### src/hdl/lidar_point_camera_projection_assert.svh
// Assertion macros for the lidar point camera projection block.
// Used by the top level only; needs nothing else.
`ifndef LIDAR_POINT_CAMERA_PROJECTION_ASSERT_SVH
`define LIDAR_POINT_CAMERA_PROJECTION_ASSERT_SVH

// condition in the same cycle
`define LPCP_ASSERT_IMPLIES(label, clk, rst_n, cond, expr) \
    label: assert property (@(posedge clk) disable iff (!rst_n) (cond) |-> (expr)) \
        else $error("lpcp assertion failed");

// condition in the next cycle
`define LPCP_ASSERT_NEXT(label, clk, rst_n, cond, expr) \
    label: assert property (@(posedge clk) disable iff (!rst_n) (cond) |=> (expr)) \
        else $error("lpcp assertion failed");

`endif

### src/hdl/lpcp_pkg.sv
// Shared types, constants and helper functions of the lidar camera projection.
// No dependencies.
package lpcp_pkg;

    localparam int COORD_W       = 32;
    localparam int COEF_W        = 32;
    localparam int NUM_CAMS      = 4;
    localparam int CAM_W         = 2;
    localparam int MAT_ROWS      = 3;
    localparam int ROW_TERMS     = 4;
    localparam int CAM_COEFS     = MAT_ROWS * ROW_TERMS;
    localparam int TABLE_DEPTH   = NUM_CAMS * CAM_COEFS;
    localparam int IDX_W         = 6;
    localparam int SLOT_W        = 4;
    localparam int REG_IDX_W     = 3;
    localparam int PROD_W        = 64;
    localparam int SUM_W         = 66;
    localparam int NUM_W         = 68;
    localparam int DEN_W         = 67;

    localparam int DEF_POINT_FRAC_BITS  = 16;
    localparam int DEF_PIXEL_COORD_BITS = 12;
    localparam int DEF_COLS             = 640;
    localparam int DEF_ROWS             = 480;

    typedef enum logic [0:0] {
        OP_LOAD    = 1'b0,
        OP_PROJECT = 1'b1
    } op_t;

    typedef enum logic [CAM_W-1:0] {
        CAM0 = 2'd0,
        CAM1 = 2'd1,
        CAM2 = 2'd2,
        CAM3 = 2'd3
    } cam_t;

    typedef enum logic [REG_IDX_W-1:0] {
        REG_CAM0_COLS = 3'd0,
        REG_CAM0_ROWS = 3'd1,
        REG_CAM1_COLS = 3'd2,
        REG_CAM1_ROWS = 3'd3,
        REG_CAM2_COLS = 3'd4,
        REG_CAM2_ROWS = 3'd5,
        REG_CAM3_COLS = 3'd6,
        REG_CAM3_ROWS = 3'd7
    } reg_idx_t;

    typedef struct packed {
        logic signed [COORD_W-1:0] x;
        logic signed [COORD_W-1:0] y;
        logic signed [COORD_W-1:0] z;
        cam_t                      cam;
    } point_t;

    typedef struct packed {
        point_t                  point;
        logic signed [NUM_W-1:0] n_u;
        logic signed [NUM_W-1:0] n_v;
        logic [DEN_W-1:0]        d;
        logic                    w_zero;
    } ratio_t;

    typedef struct packed {
        logic              hit;
        logic [CAM_W-1:0]  cam;
        logic [SLOT_W-1:0] slot;
    } coef_slot_t;

    function automatic cam_t quadrant(input logic signed [COORD_W-1:0] x,
                                      input logic signed [COORD_W-1:0] y);
        logic xp;
        logic xn;
        logic yp;
        logic yn;
        cam_t c;
        xp = !x[COORD_W-1] && (x != '0);
        xn = x[COORD_W-1];
        yp = !y[COORD_W-1] && (y != '0);
        yn = y[COORD_W-1];
        priority if (xp && yp) c = CAM0;
        else if (xn && yp)     c = CAM1;
        else if (xn && yn)     c = CAM2;
        else                   c = CAM3;
        return c;
    endfunction

    function automatic coef_slot_t decode_slot(input logic [IDX_W-1:0] idx);
        coef_slot_t s;
        s.hit  = idx < IDX_W'(TABLE_DEPTH);
        s.cam  = '0;
        s.slot = SLOT_W'(idx);
        for (int c = 1; c < NUM_CAMS; c++) begin
            if (idx >= IDX_W'(c * CAM_COEFS))
            begin
                s.cam  = CAM_W'(c);
                s.slot = SLOT_W'(idx - IDX_W'(c * CAM_COEFS));
            end
        end
        return s;
    endfunction

endpackage

### src/hdl/lpcp_accum.sv
// Row sums of the projection (two adder stages), |w|, and the rounding
// numerators and denominator. Depends on lpcp_pkg.
module lpcp_accum
    import lpcp_pkg::*;
(
    input  logic                     clk,
    input  logic                     rst_n,
    input  logic                     in_valid,
    output logic                     in_ready,
    input  point_t                   in_point,
    input  logic signed [PROD_W-1:0] in_prod [CAM_COEFS],
    output logic                     out_valid,
    input  logic                     out_ready,
    output ratio_t                   out_ratio
);
    localparam int NST    = 4;
    localparam int PAIR_W = PROD_W + 1;

    logic [NST-1:0]           valid_reg;
    logic [NST:0]             en;
    point_t                   point_reg [NST-1];
    logic signed [PAIR_W-1:0] pair_reg [MAT_ROWS][2];
    logic signed [SUM_W-1:0]  sum_reg [MAT_ROWS];
    logic signed [SUM_W-1:0]  u_reg;
    logic signed [SUM_W-1:0]  v_reg;
    logic [SUM_W-1:0]         aw_reg;
    logic                     wz_reg;
    ratio_t                   ratio_reg;
    logic signed [SUM_W-1:0]  w;

    always_comb
    begin
        en[NST] = out_ready;
        for (int i = NST - 1; i >= 0; i--)
        begin
            en[i] = !valid_reg[i] || en[i+1];
        end
    end

    assign in_ready = en[0];
    assign w        = sum_reg[2];

    always_ff @(posedge clk or negedge rst_n)
    begin
        if (!rst_n)
        begin
            valid_reg <= '0;
        end
        else
        begin
            if (en[0])
            begin
                valid_reg[0] <= in_valid;
            end
            for (int i = 1; i < NST; i++)
            begin
                if (en[i])
                begin
                    valid_reg[i] <= valid_reg[i-1];
                end
            end
        end
    end

    always_ff @(posedge clk)
    begin
        if (en[0])
        begin
            point_reg[0] <= in_point;
            for (int r = 0; r < MAT_ROWS; r++)
            begin
                pair_reg[r][0] <= PAIR_W'(in_prod[r*ROW_TERMS])
                                + PAIR_W'(in_prod[r*ROW_TERMS+1]);
                pair_reg[r][1] <= PAIR_W'(in_prod[r*ROW_TERMS+2])
                                + PAIR_W'(in_prod[r*ROW_TERMS+3]);
            end
        end
        if (en[1])
        begin
            point_reg[1] <= point_reg[0];
            for (int r = 0; r < MAT_ROWS; r++)
            begin
                sum_reg[r] <= SUM_W'(pair_reg[r][0]) + SUM_W'(pair_reg[r][1]);
            end
        end
        if (en[2])
        begin
            point_reg[2] <= point_reg[1];
            u_reg        <= sum_reg[0];
            v_reg        <= sum_reg[1];
            aw_reg       <= w[SUM_W-1] ? unsigned'(-w) : unsigned'(w);
            wz_reg       <= (w == '0);
        end
        if (en[3])
        begin
            ratio_reg.point  <= point_reg[2];
            ratio_reg.n_u    <= (NUM_W'(u_reg) <<< 1) + $signed(NUM_W'(aw_reg));
            ratio_reg.n_v    <= (NUM_W'(v_reg) <<< 1) + $signed(NUM_W'(aw_reg));
            ratio_reg.d      <= DEN_W'(aw_reg) << 1;
            ratio_reg.w_zero <= wz_reg;
        end
    end

    assign out_valid = valid_reg[NST-1];
    assign out_ratio = ratio_reg;
endmodule

### config.mk
export PLATFORM = sky130hd
export DESIGN_NAME = lpcp_accum
export DESIGN_NICKNAME = d
export VERILOG_FILES = /design/src/hdl/lidar_point_camera_projection_assert.svh /design/src/hdl/lpcp_pkg.sv /design/src/hdl/lpcp_accum.sv
export SDC_FILE = /design/constraint.sdc
export NUM_CORES = 2
export LEC_CHECK = 0
export BUFFER_PORTS_ARGS = -buffer_cell sky130_fd_sc_hd__buf_2
export CELL_PAD_IN_SITES_DETAIL_PLACEMENT = 1
export CELL_PAD_IN_SITES_GLOBAL_PLACEMENT = 2
export CORE_MARGIN = 2
export CORE_UTILIZATION = 38
export CTS_CLUSTER_SIZE = 24
export DETAILED_ROUTE_END_ITERATION = 6
export PLACE_DENSITY = 0.87
export SETUP_SLACK_MARGIN = 0.2
export SLEW_MARGIN = 15
export SYNTH_ARGS = -nofsm -noshare
export SYNTH_HDL_FRONTEND = slang
export SYNTH_SLANG_ARGS = --single-unit
### constraint.sdc
create_clock -name clk -period 28.8 [get_ports clk]
set_clock_uncertainty 0.1 [all_clocks]
set_input_delay 5.76 -clock clk [delete_from_list [all_inputs] [get_ports clk]]
set_output_delay 5.76 -clock clk [all_outputs]
set_load 0.05 [all_outputs]
==> flow_summary.yaml <==
run_status:
  status: "completed"
placed_design:
  place_congestion: 0.946
  dp_cells: 11300
  dpl.hpwl_mm: 247
  place_area_um2: 91500
  io_buffers: 1172
yosys:
  synth_seq_cells: 1384
  avgSynthCellArea_um2: 11.1
  synth_xor_area_frac: 0.0774
  synth_cell_types: 88
  synthFlopType: "edfxtp_1"
  syn_inst: 7455
  ys_async_sr_fraction: 0.00289
  synth_simple_gate_area_share: 0.0998
  synth_compound_area_frac: 0.189
  synth_edf_count: 1380
  synth_top_family_by_area: "compound AO/OA/AOI/OAI gates"
  yosys_warnings: 0
  synth_seq_area_share: 0.502
  synth_top_area_frac: 0.501
  synth_area_leaders: "edfxtp_1 50%, ha_1 11%, xnor2_1 5.2%, a21oi_1 4.9%, a21o_1 4.1%"
  synthAdderAreaFrac: 0.110
  syn_nets: 9046
  synth_top_area_cell: "edfxtp_1"
  synthMuxAreaShare: 0.000363
  synth.cell_area_um2: 82700
global_routing:
  grt_use_total: 0.266
  grt_pass1_vias: 68000
  gr-total-overflow: 0
  grt_antenna_before_repair: 43
  grt_max_degree: 141
  grt_pass1_wl_mm: 443
cts:
  cts_setup_buffers: 0
  cts_resized: 0
  clockRootBuffer: "clkbuf_16"
  hold_buffers: 0
  cts_made_buffers: 153
  cts.clk_slew.worst_paths_ns: 0.06
  clockBufferDepth: 3
  clk_latency_ns: 0.87
  clkSinkCount: 1384
  tritoncts: "yes"
  h-tree-depth: 4
finish:
  final_common_cell: "edfxtp_1"
  postLayoutCoreUtil: 0.447
  final_area_um2: 96800
  fin_nets: 10200
  final_cell_mix: "1,380 x edfxtp_1, 1,172 x buf_2, 812 x a21oi_1"
  syn_to_final_growth_pct: 17.0
  final_cells: 11600
  largest_reg_flops: 390
  layout-drive-gt1-share: 0.170
timing:
  slew_headroom: 0.140
  rsz0062_at_grt: "no"
  hold_ws_ns: 0.277
  min_period_ns: 13.30
  totalNegativeSetupSlack_ns: 0
  setup_viol: 0
  fmax_mhz: 75.2
  worstMarginPinSlew_ns: 1.26
  report.final.hold_viol_count: 0
  slew_viol_final: 0
  fin_crit_sh: 0.462
floorplanning:
  row_count: 171
  die_h_um: 471
  dieArea_um2: 221000
  start_util: 0.382
  ios: 1174
  core_area_um2: 217000
  die_x_um: 471
drt:
  wl_per_cell_um: 26.1
  vias: 65000
  first_iter_violations: 4452
  top_layer_used: "met5"
  drc: 0
  firstDrtPassIters: 5
  dr_wl_met2_mm: 149
  final_antenna_net_count: 0
  routed_wl_mm: 302
  wl_met3_mm: 14.4
  wl_met1_mm: 122
  drt-vias-per-instance: 5.62
critical_path:
  cp-start-kind: "input pin"
  end_kind: "output port"
  cp_max_fo: 140
  crit_type: "in -> out"
  cpLargestDelayFamily: "simple AND/OR/NAND/NOR gates"
  cpMostUsedCell: "buf_2"
  crit_arrival_ns: 7.44
  critPathBufInv: 3
  slowest_stage: "nor2b_1"
  critPathMaxStageDelay_ns: 0.64
  cp_cell_sequence: "buf_2 -> nor2b_1 -> nand4_1 -> buf_12 -> buf_2"
  critPathRequiredTime_ns: 22.94
power:
  netSwitchingPower_mw: 4.54
  p_int_mw: 5.97
  swShare: 0.432
  power.density_nw_per_um2: 109
  clkPwrFrac: 0.195
  ir_drop_v: 0.0000615
  seq_power_share: 0.353
  cellLeakagePower_nw: 40.3
  p_comb_frac: 0.452
flow_run:
  max_cap_violations: 0
worst_hold_path:
  hold_class: "reg -> reg"
==> cells by family after synthesis <==
family / after synthesis
multiplexers: 3
other: 1
AO/OA/AOI/OAI: 2471
AND/OR/NAND/NOR: 1682
buffers and inverters: 462
XOR/XNOR: 731
adder cells (fa/ha/maj): 721
flip-flops: 1384
==> per-stage QoR <==
| step | total power [mW] | setup WS (ns) |
|---|---|---|
| global placement | 8.38 | 15.45 |
| CTS | 10.6 | 15.42 |
| detailed placement | 8.48 | 15.43 |
| floorplan | 6.79 | 3.23 |
| global route | 11.1 | 15.37 |
| finish | 10.5 | 15.50 |
==> routing by layer <==
| layer | up-vias | GRT usage |
|---|---|---|
| met2 | 1812 | 0.465 |
| met4 | 38 | 0.132 |
| met5 | - | 0 |
| li1 | 30600 | - |
| met1 | 32000 | 0.317 |
| met3 | 494 | 0.0410 |
==> power by group through the flow <==
stage                     logic [mW]  registers, mW  clock network (mW)
after global routing            5.15           3.76                2.16
after CTS                       4.77           3.73                2.10
after detailed placement        4.72           3.76                   0
after floorplan                 2.77           4.01                   0
final                           4.75           3.71                2.05
after global placement          4.65           3.74                   0
==> synth_stat cells (47+ instances only) <==
library cell     n
xor2_1         237
o31ai_1         51
a211oi_1        63
a21o_1         449
xnor2_1        494
nor2_1         362
o211ai_1        47
nand2b_1        69
a31oi_1         90
nand3_1        140
clkbuf_1       230
and3_1          69
inv_1          223
nand4_1        163
nor3_1          90
o21ai_0        427
a21oi_1        812
ha_1           710
o21bai_1       146
o21a_1          74
nand2_1        502
nor2b_1         86
edfxtp_1      1380
==> final timing paths <==
path | cells after the start | slack, ns | startpoint | end
min in group asynchronous | 1 | 4.59 | rst_n | valid_reg[1]$_DFFE_PN0P_
setup reg to reg | 11 | 23.14 | aw_reg[7]$_DFFE_PP_ | out_ratio[134]$_DFFE_PP_
setup / recovery | 5 | 15.50 | out_ready | in_ready
max in group asynchronous | 1 | 23.87 | rst_n | valid_reg[0]$_DFFE_PN0P_
hold reg to reg | 0 | 0.28 | point_reg[0][96]$_DFFE_PP_ | point_reg[1][96]$_DFFE_PP_
hold / removal | 0 | 0.28 | point_reg[0][96]$_DFFE_PP_ | point_reg[1][96]$_DFFE_PP_
==> layout make-up <==
cell class                      count  area [µm²]
Timing Repair Buffer             1195        6070
Tap cell                         2854        3570
Clock inverter                    109        1360
Multi-Input combinational cell   5609       39500
Sequential cell                  1384       41500
Fill cell                       23800      120000
Antenna cell                       26        65.1
Clock buffer                      170        3910
Inverter                          223         845
Power figures use the tool's default switching activity.
